File: config.mk
export PLATFORM = sky130hd
export DESIGN_NAME = json_tokenizer_core_flat
export DESIGN_NICKNAME = d
export VERILOG_FILES = /design/src/rtl/core/jtok_pkg.sv /design/src/rtl/core/jtok_if.sv /design/src/rtl/core/jtok_dp.sv /design/src/rtl/core/jtok_ctrl.sv /design/src/rtl/core/json_tokenizer_core.sv /design/src/flat_wrapper.sv
export SDC_FILE = /design/constraint.sdc
export NUM_CORES = 1
export LEC_CHECK = 0
export ABC_CLOCK_PERIOD_IN_PS = 6300
export BUFFER_PORTS_ARGS = -buffer_cell sky130_fd_sc_hd__buf_2
export CORE_UTILIZATION = 63
export CTS_BUF_LIST = sky130_fd_sc_hd__clkbuf_4 sky130_fd_sc_hd__clkbuf_8 sky130_fd_sc_hd__clkbuf_16
export CTS_CLUSTER_SIZE = 25
export DETAILED_ROUTE_END_ITERATION = 12
export GPL_ROUTABILITY_DRIVEN = 0
export PLACE_DENSITY = 0.8
export SLEW_MARGIN = 25
export SYNTH_ARGS = -nofsm -noshare
export SYNTH_HDL_FRONTEND = slang
export SYNTH_SLANG_ARGS = --single-unit
File: constraint.sdc
create_clock -name clk -period 6.3 [get_ports clk]
set_clock_uncertainty 0.05 [all_clocks]
set_input_delay 0 -clock clk [delete_from_list [all_inputs] [get_ports clk]]
set_output_delay 0 -clock clk [all_outputs]
set_load 0.03 [all_outputs]
File: src/rtl/core/jtok_pkg.sv
// shared types, constants, byte classes and command/status structs of the json tokenizer
package jtok_pkg;

  // literal buffer geometry
  localparam int LITERAL_BYTES = 64;
  localparam int LIT_AW        = $clog2(LITERAL_BYTES);
  localparam int LEN_W         = $clog2(LITERAL_BYTES + 1);
  localparam logic [LEN_W-1:0] LEN_FULL = LEN_W'(LITERAL_BYTES);

  typedef logic [3:0] kind_t;
  typedef logic [1:0] err_t;
  typedef logic [2:0] mode_t;
  typedef logic [2:0] nstate_t;

  // result kinds
  localparam kind_t KIND_END    = 4'd0;
  localparam kind_t KIND_LBRACE = 4'd1;
  localparam kind_t KIND_RBRACE = 4'd2;
  localparam kind_t KIND_COLON  = 4'd3;
  localparam kind_t KIND_LBRACK = 4'd4;
  localparam kind_t KIND_RBRACK = 4'd5;
  localparam kind_t KIND_COMMA  = 4'd6;
  localparam kind_t KIND_LIT    = 4'd7;
  localparam kind_t KIND_ERR    = 4'd8;

  // error codes
  localparam err_t ERR_NONE    = 2'd0;
  localparam err_t ERR_INVALID = 2'd1;
  localparam err_t ERR_READ    = 2'd2;

  // lexer modes
  localparam mode_t MODE_IDLE   = 3'd0;
  localparam mode_t MODE_WORD   = 3'd1;
  localparam mode_t MODE_STRING = 3'd2;
  localparam mode_t MODE_ESCAPE = 3'd3;
  localparam mode_t MODE_NUMBER = 3'd4;

  // number grammar states
  localparam nstate_t NS_START = 3'd0;
  localparam nstate_t NS_INT   = 3'd1;
  localparam nstate_t NS_ZERO  = 3'd2;
  localparam nstate_t NS_DOT   = 3'd3;
  localparam nstate_t NS_FRAC  = 3'd4;
  localparam nstate_t NS_BAD   = 3'd5;

  // characters
  localparam logic [7:0] CH_QUOTE  = 8'h22;
  localparam logic [7:0] CH_BSLASH = 8'h5C;
  localparam logic [7:0] CH_USCORE = 8'h5F;
  localparam logic [7:0] CH_DOT    = 8'h2E;
  localparam logic [7:0] CH_LF     = 8'h0A;
  localparam logic [7:0] CH_LBRACE = 8'h7B;
  localparam logic [7:0] CH_RBRACE = 8'h7D;
  localparam logic [7:0] CH_COLON  = 8'h3A;
  localparam logic [7:0] CH_LBRACK = 8'h5B;
  localparam logic [7:0] CH_RBRACK = 8'h5D;
  localparam logic [7:0] CH_COMMA  = 8'h2C;
  localparam logic [7:0] CH_ZERO   = 8'h30;

  // datapath commands for one cycle
  typedef struct packed {
    logic  latch;     // capture the input beat
    logic  push;      // load the output register
    logic  push_lit;  // pushed result is the next buffered literal byte
    kind_t kind;
    err_t  err;
    logic  store;     // write the current byte into the buffer
    logic  clear;     // drop the buffer (store then lands at entry zero)
    logic  nl_inc;    // count a skipped newline
  } cmd_t;

  // datapath status back to the controller
  typedef struct packed {
    logic [7:0] cur_byte;
    logic       cur_end;
    logic       cur_rf;
    logic       full;
    logic       len_zero;
    logic       lit_last;
    logic       out_free;
  } sts_t;

  // what idle mode does with one item
  typedef struct packed {
    logic    push;
    kind_t   kind;
    err_t    err;
    logic    store;
    logic    clear;
    logic    nl_inc;
    mode_t   mode;
    logic    ns_load;
    nstate_t ns;
  } idle_act_t;

  function automatic logic is_digit(input logic [7:0] b);
    return (b >= 8'h30) && (b <= 8'h39);
  endfunction

  function automatic logic is_alpha(input logic [7:0] b);
    return ((b >= 8'h61) && (b <= 8'h7A)) || ((b >= 8'h41) && (b <= 8'h5A));
  endfunction

  function automatic logic is_space(input logic [7:0] b);
    return (b == 8'h20) || ((b >= 8'h09) && (b <= 8'h0D));
  endfunction

  function automatic logic is_word(input logic [7:0] b);
    return is_alpha(b) || is_digit(b) || (b == CH_USCORE);
  endfunction

  function automatic logic is_print(input logic [7:0] b);
    return (b >= 8'h20) && (b <= 8'h7E);
  endfunction

  function automatic logic is_punct(input logic [7:0] b);
    return (b > 8'h20) && (b < 8'h7F) && !is_alpha(b) && !is_digit(b);
  endfunction

  // number grammar step
  function automatic nstate_t number_next(input nstate_t s, input logic [7:0] b);
    nstate_t n;
    if (b == CH_DOT) begin
      n = ((s == NS_INT) || (s == NS_ZERO)) ? NS_DOT : NS_BAD;
    end else begin
      unique case (s)
        NS_START: n = (b == CH_ZERO) ? NS_ZERO : NS_INT;
        NS_INT:   n = NS_INT;
        NS_DOT:   n = NS_FRAC;
        NS_FRAC:  n = NS_FRAC;
        default:  n = NS_BAD;
      endcase
    end
    return n;
  endfunction

  // idle mode handling of a byte or an end
  function automatic idle_act_t idle_act(input logic [7:0] b, input logic at_end,
                                         input logic rf);
    idle_act_t a;
    a = '0;
    a.kind = KIND_END;
    a.err  = ERR_NONE;
    a.mode = MODE_IDLE;
    a.ns   = NS_START;
    if (at_end) begin
      a.push = 1'b1;
      if (rf) begin
        a.kind = KIND_ERR;
        a.err  = ERR_READ;
      end
    end else begin
      a.clear = 1'b1;
      if (is_space(b)) begin
        a.nl_inc = (b == CH_LF);
      end else if (b == CH_LBRACE) begin
        a.push = 1'b1;
        a.kind = KIND_LBRACE;
      end else if (b == CH_RBRACE) begin
        a.push = 1'b1;
        a.kind = KIND_RBRACE;
      end else if (b == CH_COLON) begin
        a.push = 1'b1;
        a.kind = KIND_COLON;
      end else if (b == CH_LBRACK) begin
        a.push = 1'b1;
        a.kind = KIND_LBRACK;
      end else if (b == CH_RBRACK) begin
        a.push = 1'b1;
        a.kind = KIND_RBRACK;
      end else if (b == CH_COMMA) begin
        a.push = 1'b1;
        a.kind = KIND_COMMA;
      end else if (b == CH_QUOTE) begin
        a.mode = MODE_STRING;
      end else if (is_alpha(b) || (b == CH_USCORE)) begin
        a.mode  = MODE_WORD;
        a.store = 1'b1;
      end else if (is_digit(b)) begin
        a.mode    = MODE_NUMBER;
        a.store   = 1'b1;
        a.ns_load = 1'b1;
        a.ns      = number_next(NS_START, b);
      end else begin
        a.push = 1'b1;
        a.kind = KIND_ERR;
        a.err  = ERR_INVALID;
      end
    end
    return a;
  endfunction

endpackage

File: src/rtl/core/jtok_if.sv
// valid/ready channel interfaces for the tokenizer input bytes and result beats
interface jtok_in_if;
  logic       valid;
  logic       ready;
  logic [7:0] data_byte;
  logic       at_end;
  logic       read_failed;

  modport source (output valid, output data_byte, output at_end, output read_failed,
                  input ready);
  modport sink (input valid, input data_byte, input at_end, input read_failed,
                output ready);
endinterface

interface jtok_out_if;
  logic                valid;
  logic                ready;
  jtok_pkg::kind_t     kind;
  logic [7:0]          char_value;
  logic                char_valid;
  logic                last;
  jtok_pkg::err_t      error_code;
  logic [31:0]         line_count;

  modport source (output valid, output kind, output char_value, output char_valid,
                  output last, output error_code, output line_count, input ready);
  modport sink (input valid, input kind, input char_value, input char_valid,
                input last, input error_code, input line_count, output ready);
endinterface

File: src/rtl/core/jtok_dp.sv
// tokenizer datapath: held input beat, literal buffer, newline counter, output register
module jtok_dp (
  input  logic               clk,
  input  logic               rst_n,
  input  jtok_pkg::cmd_t     cmd,
  input  logic               sel_held,
  output jtok_pkg::sts_t     sts,
  input  logic [7:0]         in_byte,
  input  logic               in_end,
  input  logic               in_rf,
  output logic               out_valid,
  input  logic               out_ready,
  output jtok_pkg::kind_t    out_kind,
  output logic [7:0]         out_char,
  output logic               out_char_valid,
  output logic               out_last,
  output jtok_pkg::err_t     out_err,
  output logic [31:0]        out_lines
);

  logic [7:0]                  mem [jtok_pkg::LITERAL_BYTES];
  logic [7:0]                  held_byte_r;
  logic                        held_end_r;
  logic                        held_rf_r;
  logic [jtok_pkg::LEN_W-1:0]  len_r, len_nxt;
  logic [jtok_pkg::LIT_AW-1:0] idx_r, idx_nxt;
  logic [jtok_pkg::LIT_AW-1:0] wr_addr;
  logic [7:0]                  rd_data_r;
  logic [31:0]                 total_r, total_nxt;
  logic                        out_valid_r;
  jtok_pkg::kind_t             kind_r;
  logic [7:0]                  char_r;
  logic                        cvalid_r;
  logic                        last_r;
  jtok_pkg::err_t              err_r;
  logic [31:0]                 lines_r;
  logic [7:0]                  cur_byte;
  logic                        lit_last;

  // current item: the live beat, or the one held over a literal burst
  assign cur_byte = sel_held ? held_byte_r : in_byte;
  assign lit_last = ((jtok_pkg::LEN_W'(idx_r) + jtok_pkg::LEN_W'(1)) == len_r);

  always_comb begin
    sts.cur_byte = cur_byte;
    sts.cur_end  = sel_held ? held_end_r : in_end;
    sts.cur_rf   = sel_held ? held_rf_r : in_rf;
    sts.full     = (len_r >= jtok_pkg::LEN_FULL);
    sts.len_zero = (len_r == '0);
    sts.lit_last = lit_last;
    sts.out_free = !out_valid_r || out_ready;
  end

  // buffer length, emit index and newline count
  assign wr_addr = cmd.clear ? '0 : len_r[jtok_pkg::LIT_AW-1:0];

  always_comb begin
    if (cmd.clear) begin
      len_nxt = cmd.store ? jtok_pkg::LEN_W'(1) : '0;
    end else begin
      len_nxt = len_r + jtok_pkg::LEN_W'(cmd.store);
    end
    if (cmd.push_lit) begin
      idx_nxt = lit_last ? '0 : idx_r + jtok_pkg::LIT_AW'(1);
    end else begin
      idx_nxt = idx_r;
    end
    if (cmd.nl_inc && (total_r != '1)) begin
      total_nxt = total_r + 32'd1;
    end else begin
      total_nxt = total_r;
    end
  end

  // control registers
  always_ff @(posedge clk) begin
    if (!rst_n) begin
      len_r       <= '0;
      idx_r       <= '0;
      total_r     <= '0;
      out_valid_r <= 1'b0;
    end else begin
      len_r   <= len_nxt;
      idx_r   <= idx_nxt;
      total_r <= total_nxt;
      if (cmd.push) begin
        out_valid_r <= 1'b1;
      end else if (out_ready) begin
        out_valid_r <= 1'b0;
      end
    end
  end

  // literal buffer, read one entry ahead of the emit index
  always_ff @(posedge clk) begin
    if (cmd.store) begin
      mem[wr_addr] <= cur_byte;
    end
    rd_data_r <= mem[idx_nxt];
  end

  // held beat and output payload
  always_ff @(posedge clk) begin
    if (cmd.latch) begin
      held_byte_r <= in_byte;
      held_end_r  <= in_end;
      held_rf_r   <= in_rf;
    end
    if (cmd.push) begin
      kind_r   <= cmd.kind;
      char_r   <= cmd.push_lit ? rd_data_r : 8'd0;
      cvalid_r <= cmd.push_lit;
      last_r   <= cmd.push_lit ? lit_last : 1'b1;
      err_r    <= cmd.err;
      lines_r  <= total_r;
    end
  end

  assign out_valid      = out_valid_r;
  assign out_kind       = kind_r;
  assign out_char       = char_r;
  assign out_char_valid = cvalid_r;
  assign out_last       = last_r;
  assign out_err        = err_r;
  assign out_lines      = lines_r;

endmodule

File: src/rtl/core/jtok_ctrl.sv
// tokenizer controller: lexer mode, number grammar and accept/emit sequencing
module jtok_ctrl (
  input  logic           clk,
  input  logic           rst_n,
  input  logic           in_valid,
  output logic           in_ready,
  input  jtok_pkg::sts_t sts,
  output jtok_pkg::cmd_t cmd,
  output logic           sel_held
);

  localparam logic [1:0] PH_RUN  = 2'd0;
  localparam logic [1:0] PH_EMIT = 2'd1;
  localparam logic [1:0] PH_PEND = 2'd2;

  logic [1:0]          phase_r, phase_nxt;
  jtok_pkg::mode_t     mode_r, mode_nxt;
  jtok_pkg::nstate_t   ns_r, ns_nxt;
  logic                pend_r, pend_nxt;
  jtok_pkg::idle_act_t ia;
  jtok_pkg::nstate_t   ns_step;
  logic [7:0]          b;
  logic                fail_en;
  jtok_pkg::err_t      fail_code;
  logic                take_idle;
  logic                go_emit;
  logic                go_pend;
  logic                num_done_ok;

  assign sel_held = (phase_r == PH_PEND);
  assign b        = sts.cur_byte;
  assign ia       = jtok_pkg::idle_act(b, sts.cur_end, sts.cur_rf);
  assign ns_step  = jtok_pkg::number_next(ns_r, b);

  // a number may close only in a complete state, not full, on end, space or punctuation
  assign num_done_ok = ((ns_r == jtok_pkg::NS_INT) || (ns_r == jtok_pkg::NS_ZERO) ||
                        (ns_r == jtok_pkg::NS_FRAC)) &&
                       (sts.cur_end || jtok_pkg::is_space(b) || jtok_pkg::is_punct(b)) &&
                       !sts.full;

  // next state and commands
  always_comb begin
    phase_nxt = phase_r;
    mode_nxt  = mode_r;
    ns_nxt    = ns_r;
    pend_nxt  = pend_r;
    cmd       = '0;
    cmd.kind  = jtok_pkg::KIND_END;
    cmd.err   = jtok_pkg::ERR_NONE;
    in_ready  = 1'b0;
    fail_en   = 1'b0;
    fail_code = jtok_pkg::ERR_INVALID;
    take_idle = 1'b0;
    go_emit   = 1'b0;
    go_pend   = 1'b0;

    unique case (phase_r)
      PH_RUN: begin
        in_ready = sts.out_free;
        if (in_valid && sts.out_free) begin
          cmd.latch = 1'b1;
          unique case (mode_r)
            jtok_pkg::MODE_WORD: begin
              if (sts.full) begin
                fail_en = 1'b1;
              end else if (!sts.cur_end && jtok_pkg::is_word(b)) begin
                cmd.store = 1'b1;
              end else begin
                go_emit = 1'b1;
                go_pend = 1'b1;
              end
            end
            jtok_pkg::MODE_STRING: begin
              if (sts.cur_end) begin
                fail_en   = 1'b1;
                fail_code = sts.cur_rf ? jtok_pkg::ERR_READ : jtok_pkg::ERR_INVALID;
              end else if (b == jtok_pkg::CH_QUOTE) begin
                if (sts.full) begin
                  fail_en = 1'b1;
                end else if (sts.len_zero) begin
                  // empty string: one literal beat with no byte
                  cmd.push  = 1'b1;
                  cmd.kind  = jtok_pkg::KIND_LIT;
                  cmd.clear = 1'b1;
                  mode_nxt  = jtok_pkg::MODE_IDLE;
                end else begin
                  go_emit = 1'b1;
                end
              end else if (b == jtok_pkg::CH_BSLASH) begin
                mode_nxt = jtok_pkg::MODE_ESCAPE;
              end else if (!jtok_pkg::is_print(b) || sts.full) begin
                fail_en = 1'b1;
              end else begin
                cmd.store = 1'b1;
              end
            end
            jtok_pkg::MODE_ESCAPE: begin
              if (sts.cur_end) begin
                fail_en   = 1'b1;
                fail_code = sts.cur_rf ? jtok_pkg::ERR_READ : jtok_pkg::ERR_INVALID;
              end else if (!jtok_pkg::is_print(b) || sts.full) begin
                fail_en = 1'b1;
              end else begin
                cmd.store = 1'b1;
                mode_nxt  = jtok_pkg::MODE_STRING;
              end
            end
            jtok_pkg::MODE_NUMBER: begin
              if (!sts.cur_end && (jtok_pkg::is_digit(b) || (b == jtok_pkg::CH_DOT))) begin
                if ((ns_step == jtok_pkg::NS_BAD) || sts.full) begin
                  fail_en = 1'b1;
                end else begin
                  cmd.store = 1'b1;
                  ns_nxt    = ns_step;
                end
              end else if (!num_done_ok) begin
                fail_en = 1'b1;
              end else begin
                go_emit = 1'b1;
                go_pend = 1'b1;
              end
            end
            default: begin
              take_idle = 1'b1;
            end
          endcase
        end
      end
      PH_EMIT: begin
        // stream buffered bytes, one beat per free output slot
        if (sts.out_free) begin
          cmd.push     = 1'b1;
          cmd.push_lit = 1'b1;
          cmd.kind     = jtok_pkg::KIND_LIT;
          if (sts.lit_last) begin
            cmd.clear = 1'b1;
            phase_nxt = pend_r ? PH_PEND : PH_RUN;
            pend_nxt  = 1'b0;
          end
        end
      end
      PH_PEND: begin
        // the beat that closed a word or number, taken again in idle mode
        if (sts.out_free) begin
          take_idle = 1'b1;
          phase_nxt = PH_RUN;
        end
      end
      default: begin
        phase_nxt = PH_RUN;
      end
    endcase

    // an error drops the literal and returns to idle
    if (fail_en) begin
      cmd.push  = 1'b1;
      cmd.kind  = jtok_pkg::KIND_ERR;
      cmd.err   = fail_code;
      cmd.clear = 1'b1;
      mode_nxt  = jtok_pkg::MODE_IDLE;
    end

    if (go_emit) begin
      phase_nxt = PH_EMIT;
      pend_nxt  = go_pend;
      mode_nxt  = jtok_pkg::MODE_IDLE;
    end

    if (take_idle) begin
      cmd.push   = ia.push;
      cmd.kind   = ia.kind;
      cmd.err    = ia.err;
      cmd.store  = ia.store;
      cmd.clear  = ia.clear;
      cmd.nl_inc = ia.nl_inc;
      mode_nxt   = ia.mode;
      if (ia.ns_load) begin
        ns_nxt = ia.ns;
      end
    end
  end

  always_ff @(posedge clk) begin
    if (!rst_n) begin
      phase_r <= PH_RUN;
      mode_r  <= jtok_pkg::MODE_IDLE;
      ns_r    <= jtok_pkg::NS_START;
      pend_r  <= 1'b0;
    end else begin
      phase_r <= phase_nxt;
      mode_r  <= mode_nxt;
      ns_r    <= ns_nxt;
      pend_r  <= pend_nxt;
    end
  end

endmodule

File: src/rtl/core/json_tokenizer_core.sv
// json tokenizer top level: controller, datapath and channel hookup
// An error, punctuation or end beat closing no literal shows in the cycle after its input.
// Throughput: one input byte per cycle while no literal goes out and the output is not stalled.
// A literal of n bytes is sent as n beats, one per free output cycle, from the buffer read
// port after its closing byte; a byte that ends a word or number is then retaken in idle mode.
// Reset (synchronous, active low) clears mode, number state, length, line count and output
// valid; the literal buffer is not cleared, only entries written since are ever read.
module json_tokenizer_core (
  input  logic       clk,
  input  logic       rst_n,
  jtok_in_if.sink    in_ch,
  jtok_out_if.source out_ch
);

  jtok_pkg::cmd_t cmd;
  jtok_pkg::sts_t sts;
  logic           sel_held;

  jtok_ctrl u_ctrl (
    .clk      (clk),
    .rst_n    (rst_n),
    .in_valid (in_ch.valid),
    .in_ready (in_ch.ready),
    .sts      (sts),
    .cmd      (cmd),
    .sel_held (sel_held)
  );

  jtok_dp u_dp (
    .clk            (clk),
    .rst_n          (rst_n),
    .cmd            (cmd),
    .sel_held       (sel_held),
    .sts            (sts),
    .in_byte        (in_ch.data_byte),
    .in_end         (in_ch.at_end),
    .in_rf          (in_ch.read_failed),
    .out_valid      (out_ch.valid),
    .out_ready      (out_ch.ready),
    .out_kind       (out_ch.kind),
    .out_char       (out_ch.char_value),
    .out_char_valid (out_ch.char_valid),
    .out_last       (out_ch.last),
    .out_err        (out_ch.error_code),
    .out_lines      (out_ch.line_count)
  );

`ifndef NO_ASSERTIONS
  // a beat carrying a byte must be a literal beat
  a_char_is_lit: assert property (@(posedge clk) disable iff (!rst_n)
    out_ch.valid && out_ch.char_valid |-> out_ch.kind == jtok_pkg::KIND_LIT)
    else $error("char_valid on a non-literal beat");

  // only literal beats can be non-final
  a_nonlit_last: assert property (@(posedge clk) disable iff (!rst_n)
    out_ch.valid && (out_ch.kind != jtok_pkg::KIND_LIT) |-> out_ch.last)
    else $error("non-literal beat without last");

  // error beats always carry a code
  a_err_code: assert property (@(posedge clk) disable iff (!rst_n)
    out_ch.valid && (out_ch.kind == jtok_pkg::KIND_ERR) |->
      out_ch.error_code != jtok_pkg::ERR_NONE)
    else $error("error beat without a code");

  // the buffer is empty after its final literal beat goes out
  a_buf_drained: assert property (@(posedge clk) disable iff (!rst_n)
    cmd.push_lit && sts.lit_last |=> sts.len_zero)
    else $error("literal buffer not dropped after its last beat");

  // no input beat is taken while a literal burst is in flight
  a_no_accept_in_burst: assert property (@(posedge clk) disable iff (!rst_n)
    cmd.push_lit |-> !in_ch.ready)
    else $error("input accepted during literal burst");
`endif

endmodule

File: src/flat_wrapper.sv
// flat-port wrapper written by rule: the top's interface ports become plain ports
module json_tokenizer_core_flat 
  (clk, rst_n, in_ch_valid, in_ch_data_byte, in_ch_at_end, in_ch_read_failed, in_ch_ready, out_ch_valid, out_ch_kind, out_ch_char_value, out_ch_char_valid, out_ch_last, out_ch_error_code, out_ch_line_count, out_ch_ready);
  jtok_in_if in_ch_i ();
  jtok_out_if out_ch_i ();
  input  logic clk;
  input  logic rst_n;
  input wire logic [$bits(in_ch_i.valid)-1:0] in_ch_valid;
  input wire logic [$bits(in_ch_i.data_byte)-1:0] in_ch_data_byte;
  input wire logic [$bits(in_ch_i.at_end)-1:0] in_ch_at_end;
  input wire logic [$bits(in_ch_i.read_failed)-1:0] in_ch_read_failed;
  output wire logic [$bits(in_ch_i.ready)-1:0] in_ch_ready;
  output wire logic [$bits(out_ch_i.valid)-1:0] out_ch_valid;
  output wire logic [$bits(out_ch_i.kind)-1:0] out_ch_kind;
  output wire logic [$bits(out_ch_i.char_value)-1:0] out_ch_char_value;
  output wire logic [$bits(out_ch_i.char_valid)-1:0] out_ch_char_valid;
  output wire logic [$bits(out_ch_i.last)-1:0] out_ch_last;
  output wire logic [$bits(out_ch_i.error_code)-1:0] out_ch_error_code;
  output wire logic [$bits(out_ch_i.line_count)-1:0] out_ch_line_count;
  input wire logic [$bits(out_ch_i.ready)-1:0] out_ch_ready;
  assign in_ch_i.valid = in_ch_valid;
  assign in_ch_i.data_byte = in_ch_data_byte;
  assign in_ch_i.at_end = in_ch_at_end;
  assign in_ch_i.read_failed = in_ch_read_failed;
  assign in_ch_ready = in_ch_i.ready;
  assign out_ch_valid = out_ch_i.valid;
  assign out_ch_kind = out_ch_i.kind;
  assign out_ch_char_value = out_ch_i.char_value;
  assign out_ch_char_valid = out_ch_i.char_valid;
  assign out_ch_last = out_ch_i.last;
  assign out_ch_error_code = out_ch_i.error_code;
  assign out_ch_line_count = out_ch_i.line_count;
  assign out_ch_i.ready = out_ch_ready;
  json_tokenizer_core u_core (.clk(clk), .rst_n(rst_n), .in_ch(in_ch_i), .out_ch(out_ch_i));
endmodule
# --- Word level (Yosys, flattened, before mapping) ---
# Memories as Yosys holds them, arrays and structs flattened. A register that Yosys moved wholly into a read port is not among the register bits.
# Cells that the tools add are included.
# Widths: inputs -> output; s select.
word_totals:
  out_inout_bits: 50
  word_cells: 283
  mem_bits_rw: 512
  mem_count: 1
  input_bits: 14
  regBits: 113
mem_list:
  columns: ["name", "words", "word_bits", "rd", "rd_ports_with_merged_regs", "write_ports", "line_no", "source"]
  rows:
  - ["u_core.u_dp.mem", 64, 8, 1, 1, 1, "jtok_dp.sv:21", "logic [7:0] mem [jtok_pkg::LITERAL_BYTES];"]
classes:
  eq_ne: 39
  bitwise: 2
  n_reduce_logical: 51
  muxes: 155
  order_cmp: 13
  n_addsub: 4
op_table:
  columns: ["cell", "count"]
  rows:
  - ["$mux 3", 36]
  - ["$mux 7", 12]
  - ["$mux 1", 64]
  - ["$eq 8x6->1 const B", 6]
  - ["$eq 8x7->1 const B", 6]
  - ["$mux 6", 6]
  - ["$add 32x1->32 const B", 1]
  - ["$ne 32x32->1 const B", 1]
  - ["$mux 5", 6]
  - ["$mux 2", 13]
  - ["$le 8x7->1 const B", 3]
  - ["$mux 8", 3]
  - ["$ge 8x6->1 const B", 2]
  - ["$ge 8x7->1 const B", 2]
  - ["$ne 5x5->1 const B", 3]
  - ["$logic_and 1x1->1", 14]
  - ["$logic_or 1x1->1", 13]
  - ["$eq 3x2->1 const B", 4]
  - ["$ne 6x6->1 const B", 2]
  - ["$mux 10", 1]
  - ["$eq 3x3->1 const B", 3]
  - ["$mux 9", 1]
  - ["$pmux 3 s3", 1]
  - ["$reduce_and 9->1", 1]
  - ["38 further kinds", 60]

# --- Depth between registers and ports, before layout ---
logic_depth:
  depth_word: 20
  depth_mapped: 17
  mapped_depth_nobuf: 14

# --- By module ---
# From an unflattened synthesis, not the netlist that was laid out.
unflattened:
  hier_cells: 2628
  hier_area_um2: 30717.0
by_module_without_submodules:
  columns: ["module", "instances", "cells_each", "area_each_um2", "seq_area_each_um2"]
  rows:
  - ["jtok_dp", 1, 2412, 29218.0, 18197.5]
  - ["jtok_ctrl", 1, 216, 1498.9, 180.2]

# --- Worst setup path after synthesis ---
# OpenSTA, ideal clock, no wires.
synth_path:
  path_type: "flip-flop to flip-flop"
  startpoint: "register u_core.u_ctrl.phase_r[1]"
  endpoint: "register u_core.u_dp.char_r[0], in the netlist u_core.u_dp.out_char[0] (enable)"
  setup_slack_ns: 1.715
  period_less_slack_ns: 4.585
  setup_time_ns: 0.414
  path_stages_with_launch: 13
  n_path_buf: 3
  arrival_time_ns: 4.121
  t_required_ns: 5.836
  cell_sequence: "dfxtp_1 > buf_6 > nor2b_4 > buf_6 > mux2i_4 > inv_2 > mux2_4 > a211o_1 > a31o_1 > a311oi_2 > or2_1 > buf_2 > o32a_1"
synth_lines:
  columns: ["element", "line_no", "source"]
  rows:
  - ["start: declaration", "jtok_ctrl.sv:16", "logic [1:0] phase_r, phase_nxt;"]
  - ["start signal: assignment", "jtok_ctrl.sv:190", "phase_r <= phase_nxt;"]
  - ["end signal: assignment", "jtok_dp.sv:111", "char_r <= cmd.push_lit ? rd_data_r : 8'd0;"]
  - ["end: declaration", "jtok_dp.sv:32", "logic [7:0] char_r;"]

# --- Worst setup path after layout ---
layout_path:
  startpoint: "register u_core.u_ctrl.phase_r[0]"
  endpoint: "memory u_core.u_dp.mem[12][7] (enable)"
layout_between:
  elab_chain_len: 19
  word_cells_on_any_way: 102
  cone_classes: "order compare: 12; eq/ne: 15; mux: 48; reduce/logical: 27"
layout_rtl:
  columns: ["element", "line_no", "source"]
  rows:
  - ["$eq 2x2->1", "jtok_ctrl.sv:30, jtok_ctrl.sv:57", null]
  - ["$mux 8", "jtok_dp.sv:41", "assign cur_byte = sel_held ? held_byte_r : in_byte;"]
  - ["$ge 8x7->1 / $le 8x7->1 (equally long branches)", "jtok_pkg.sv:101", "return ((b >= 8'h61) && (b <= 8'h7A)) || ((b >= 8'h41) && (b <= 8'h5A));"]
  - ["$logic_and 1x1->1", "jtok_pkg.sv:101", null]
  - ["$logic_or 1x1->1", "jtok_pkg.sv:101", null]
  - ["$logic_or 1x1->1 / $logic_not 1->1 (equally long branches)", "jtok_pkg.sv:176, jtok_pkg.sv:117", null]
  - ["$mux 1 / $logic_and 1x1->1 (equally long branches)", "jtok_pkg.sv:176, jtok_pkg.sv:117", null]
  - ["$mux 8 / $logic_and 1x1->1 (equally long branches)", "jtok_pkg.sv:174, jtok_pkg.sv:117", null]
  - ["[... 3 more ...]", null, null]
  - ["$mux 3 / $mux 1 (equally long branches)", "jtok_pkg.sv:162, jtok_ctrl.sv:116", null]
  - ["$mux 3 / $mux 1 (equally long branches)", "jtok_pkg.sv:159, jtok_ctrl.sv:109", null]
  - ["$mux 3 / $pmux 1 s4 (equally long branches)", "jtok_pkg.sv:156, jtok_ctrl.sv:62", null]
  - ["$mux 8 / $mux 1 (equally long branches)", "jtok_pkg.sv:154, jtok_ctrl.sv:60", null]
  - ["$mux 10 / $mux 1 (equally long branches)", "jtok_pkg.sv:146, jtok_ctrl.sv:57", null]
  - ["$mux 9 *", "jtok_ctrl.sv:169", "if (take_idle) begin"]
  - ["$mux 1 / $mux 9 (equally long branches)", "jtok_dp.sv:96, jtok_ctrl.sv:169", null]
  - ["$mux 1 (not written as such) / $mux 6 (equally long branches)", "jtok_dp.sv:97, jtok_dp.sv:55", null]
  - ["end: declaration", "jtok_dp.sv:21", null]
# Mark *: on every way between the ends. The rest lies on a longest branch, timed or not.

==> flow_summary_export.csv <==
group,metric,value,unit
status,status,"complete, no violations",
clock_network,cts_sinks,633,
pwr,p_leak,0.0111,uW
setup_path,max_stage_delay,0.84,ns
clock_network,cts_setup_buffers,0,
logic_synthesis,ys_top_cells_by_area,"edfxtp_1 (58%), nand2_1 (5.4%), dfxtp_1 (4.2%)",
floorplanning,die_w,219,um
setup_path,reg2reg_depth,9,
grt,antenna_found_initial,2,
setup_path,crit_chain,"nand2b_4 -> mux2i_2 -> o21ai_0 -> a211oi_1 -> o211a_1 -> nor4_2 -> o31ai_4 -> nand4b_4 -> nor2_1",
placed_design,port_buffers,63,
detailed_routing,wl,82800,um
grt,grt_usage,34.4,%
cells_and_area,layout-drive-gt1-share,12.6,%
floorplanning,start_util,63.9,%
setup_path,critPathKind,"flip-flop to flip-flop",
timing,post-route-period-util,85.8,%
timing,worst_pin_slew,1.10,ns
timing,fmax,0.185,GHz
setup_path,rr_endpoint,"u_core.u_dp.mem[12][7]",
detailed_routing,vias,22500,
cells_and_area,fin_util,69.9,%
logic_synthesis,synth_ff_type,"edfxtp_1",
timing,rsz0062_at_grt,"false",
placed_design,dpl_cell_area,30400,um^2
logic_synthesis,synth.cell_area,29800,um^2
timing,fin_tns_setup,0,ns
logic_synthesis,yosysWarnings,0,
logic_synthesis,netlist_instances,2579,
floorplanning,die_h,219,um
detailed_routing,wire_per_inst,25.7,um
logic_synthesis,yosysTopAreaCell,"edfxtp_1",
timing,setup_viol,0,
cells_and_area,diodes,0,
min_path,hold_start,"in_ch_read_failed",
clock_network,cts_htree_levels,2,
timing,relSlewSlack,26.4,%
clock_network,clock_latency,0.65,ns
detailed_routing,dr.pass1.iters,7,
setup_path,worstPathArrival,5.63,ns
timing,min_period,5.40,ns
setup_path,rrSetupSlack,0.90,ns
timing,setup_slack,0.895,ns
flow_run,maxCapViolCount,0,
floorplanning,core_area,46600,um^2
logic_synthesis,synth_seq_cells,633,
setup_path,slowest_stage,"o31ai_4",
pwr,ir_drop,0.000257,V
logic_synthesis,async_reset_ff_share,0,%
logic_synthesis,synth_top_area_share,57.5,%
floorplanning,io_pins,64,
cells_and_area,layout_commonest_cell,"edfxtp_1",
logic_synthesis,seq_area_frac_synth,61.8,%
logic_synthesis,synth_edf_count,570,
clock_network,cts.clk_slew.worst_paths,0.06,ns
logic_synthesis,ys_types,98,
placed_design,pre_cts_ws,1.03,ns
grt,grt_pass1_wl,124000,um
clock_network,cts_root_buf,"clkbuf_16",
grt,grt_pass1_vias,21000,
clock_network,cts_buffer_depth,3,
floorplanning,die_area,48100,um^2
clock_network,cts_tree,"built",
setup_path,crit_path_end,"u_core.u_dp.mem[12][7]",
detailed_routing,drtIter0Drc,3755,
cells_and_area,fin_area,32500,um^2
min_path,hp-class,"input port to flip-flop",
cells_and_area,fin_nets,2577,
clock_network,cts_buffers,61,
setup_path,worstSetupEndpointType,"flip-flop",
setup_path,start_kind,"flip-flop",
cells_and_area,area_growth,9.34,%
grt,grt_max_degree,107,
timing,hold_viol_final,0,
setup_path,r2r_start,"u_core.u_ctrl.phase_r[0]",
grt,overflow,0,
floorplanning,num_rows,79,
setup_path,crit_start,"u_core.u_ctrl.phase_r[0]",
cells_and_area,final_cell_mix,"edfxtp_1 (570), nand2_1 (426), a21oi_1 (165)",
timing,whs,0.0452,ns
logic_synthesis,syn-mean-instance-area,11.5,um^2
placed_design,dp_hpwl,50800,um
detailed_routing,drc,0,
setup_path,worstPathMaxFanout,24,
detailed_routing,ant_nets,0,
logic_synthesis,syn_nets,2597,
setup_path,worstPathRequired,6.52,ns
detailed_routing,viasPerCell,7.00,
timing,slew_viol_final,0,
pwr,power_density,265,nW/um^2
[worst min path at each step]
| stage | to | depth (start not counted) | slack [ns] |
|---|---|---|---|
| after floorplan | u_core.u_dp.held_byte_r[0] | 0 | 0.05 |
| after global placement | u_core.u_dp.held_rf_r | 1 | 0.16 |
| after detailed placement | u_core.u_dp.held_rf_r | 1 | 0.16 |
| after CTS | u_core.u_dp.held_rf_r | 2 | 0.02 |
| after global routing | u_core.u_dp.held_rf_r | 2 | 0.06 |
| final | u_core.u_dp.held_rf_r | 2 | 0.05 |
[power by group]
| group | switching (uW) | internal, uW | total (uW) |
|---|---|---|---|
| sequential | 21.9 | 4610 | 4630 |
| combinational | 262 | 88.1 | 350 |
| clock | 1600 | 2040 | 3640 |
[critical path: cells and delay by family (launching register included)]
family             cells  cell delay (ns)
AOI/OAI and AO/OA      4             1.83
DFF                    1             0.59
muxes                  1             0.74
and+or+nand+nor        4             1.79
[per-stage QoR]
step / std cells / power [uW]
final: 3217 / 8620
after global routing: 3217 / 8810
after CTS: 3215 / 8630
after detailed placement: 3088 / 5060
after global placement: 3088 / 5050
after floorplan: 2579 / 4920
[Yosys cell counts (all sizes together), types with 27 or more instances]
cell    number
a211o       34
a211oi      69
a21oi      166
a221oi      46
a32oi       33
and2        64
and3        90
buf         51
clkbuf     150
dfxtp       63
edfxtp     570
inv         27
mux2        45
nand2      430
nand3      125
nand4       36
nor2       112
o21ai      139
xnor2       29
[sequential cells by signal, summed over array words and instances, names as in the netlist]
register and cells:
u_core.u_ctrl.mode_r 3, u_core.u_ctrl.ns_r 3, u_core.u_ctrl.pend_r 1, u_core.u_ctrl.phase_r 2, u_core.u_dp.held_byte_r 8, u_core.u_dp.held_end_r 1
u_core.u_dp.held_rf_r 1, u_core.u_dp.idx_r 6, u_core.u_dp.len_r 7, u_core.u_dp.mem 512, u_core.u_dp.out_char 8, u_core.u_dp.out_char_valid 1
u_core.u_dp.out_err 2, u_core.u_dp.out_kind 4, u_core.u_dp.out_last 1, u_core.u_dp.out_lines 32, u_core.u_dp.out_valid 1, u_core.u_dp.rd_data_r 8
u_core.u_dp.total_r 32
[logic make-up (layout without fill, tap and decap cells)]
group	count (synthesis)	after routing	share of synthesized area, %
AOI/OAI and AO/OA	643	643	14.9
buffers and inverters	229	260	3.24
DFF	633	633	61.8
xor gates and xnor gates	43	43	1.27
and+or+nand+nor	961	961	16.1
muxes	66	66	2.54
adders and majority gates	4	4	0.168
[repair_timing]
| item | 4_1_cts | 5_1_grt |
|---|---|---|
| hold buffers | 13 | 0 |
| hold endpoints to repair | 51 | 0 |
| resized for setup | 0 | 0 |
[cell type report]
cell class | instances | area (um^2)
tap | 607 | 759
inverter | 28 | 111
clock inverter | 40 | 360
fill | 3133 | 14000
clock buffer | 74 | 1620
multi-input combinational | 1717 | 10500
sequential | 633 | 18400
timing repair buffer | 118 | 777
[metal layers]
metal  track usage (%)  vias up  share of wire (%)  routed length (um)
met1              46.4    10800                 37               30700
met4              15.1        2                4.6                3850
li1                  -     9716                  -                   -
met3              8.26      283                 13               10400
met2              53.3     1663                 46               37800
met5                 0        -              0.014                  12
Note: power is estimated with default switching activity, not from simulation.
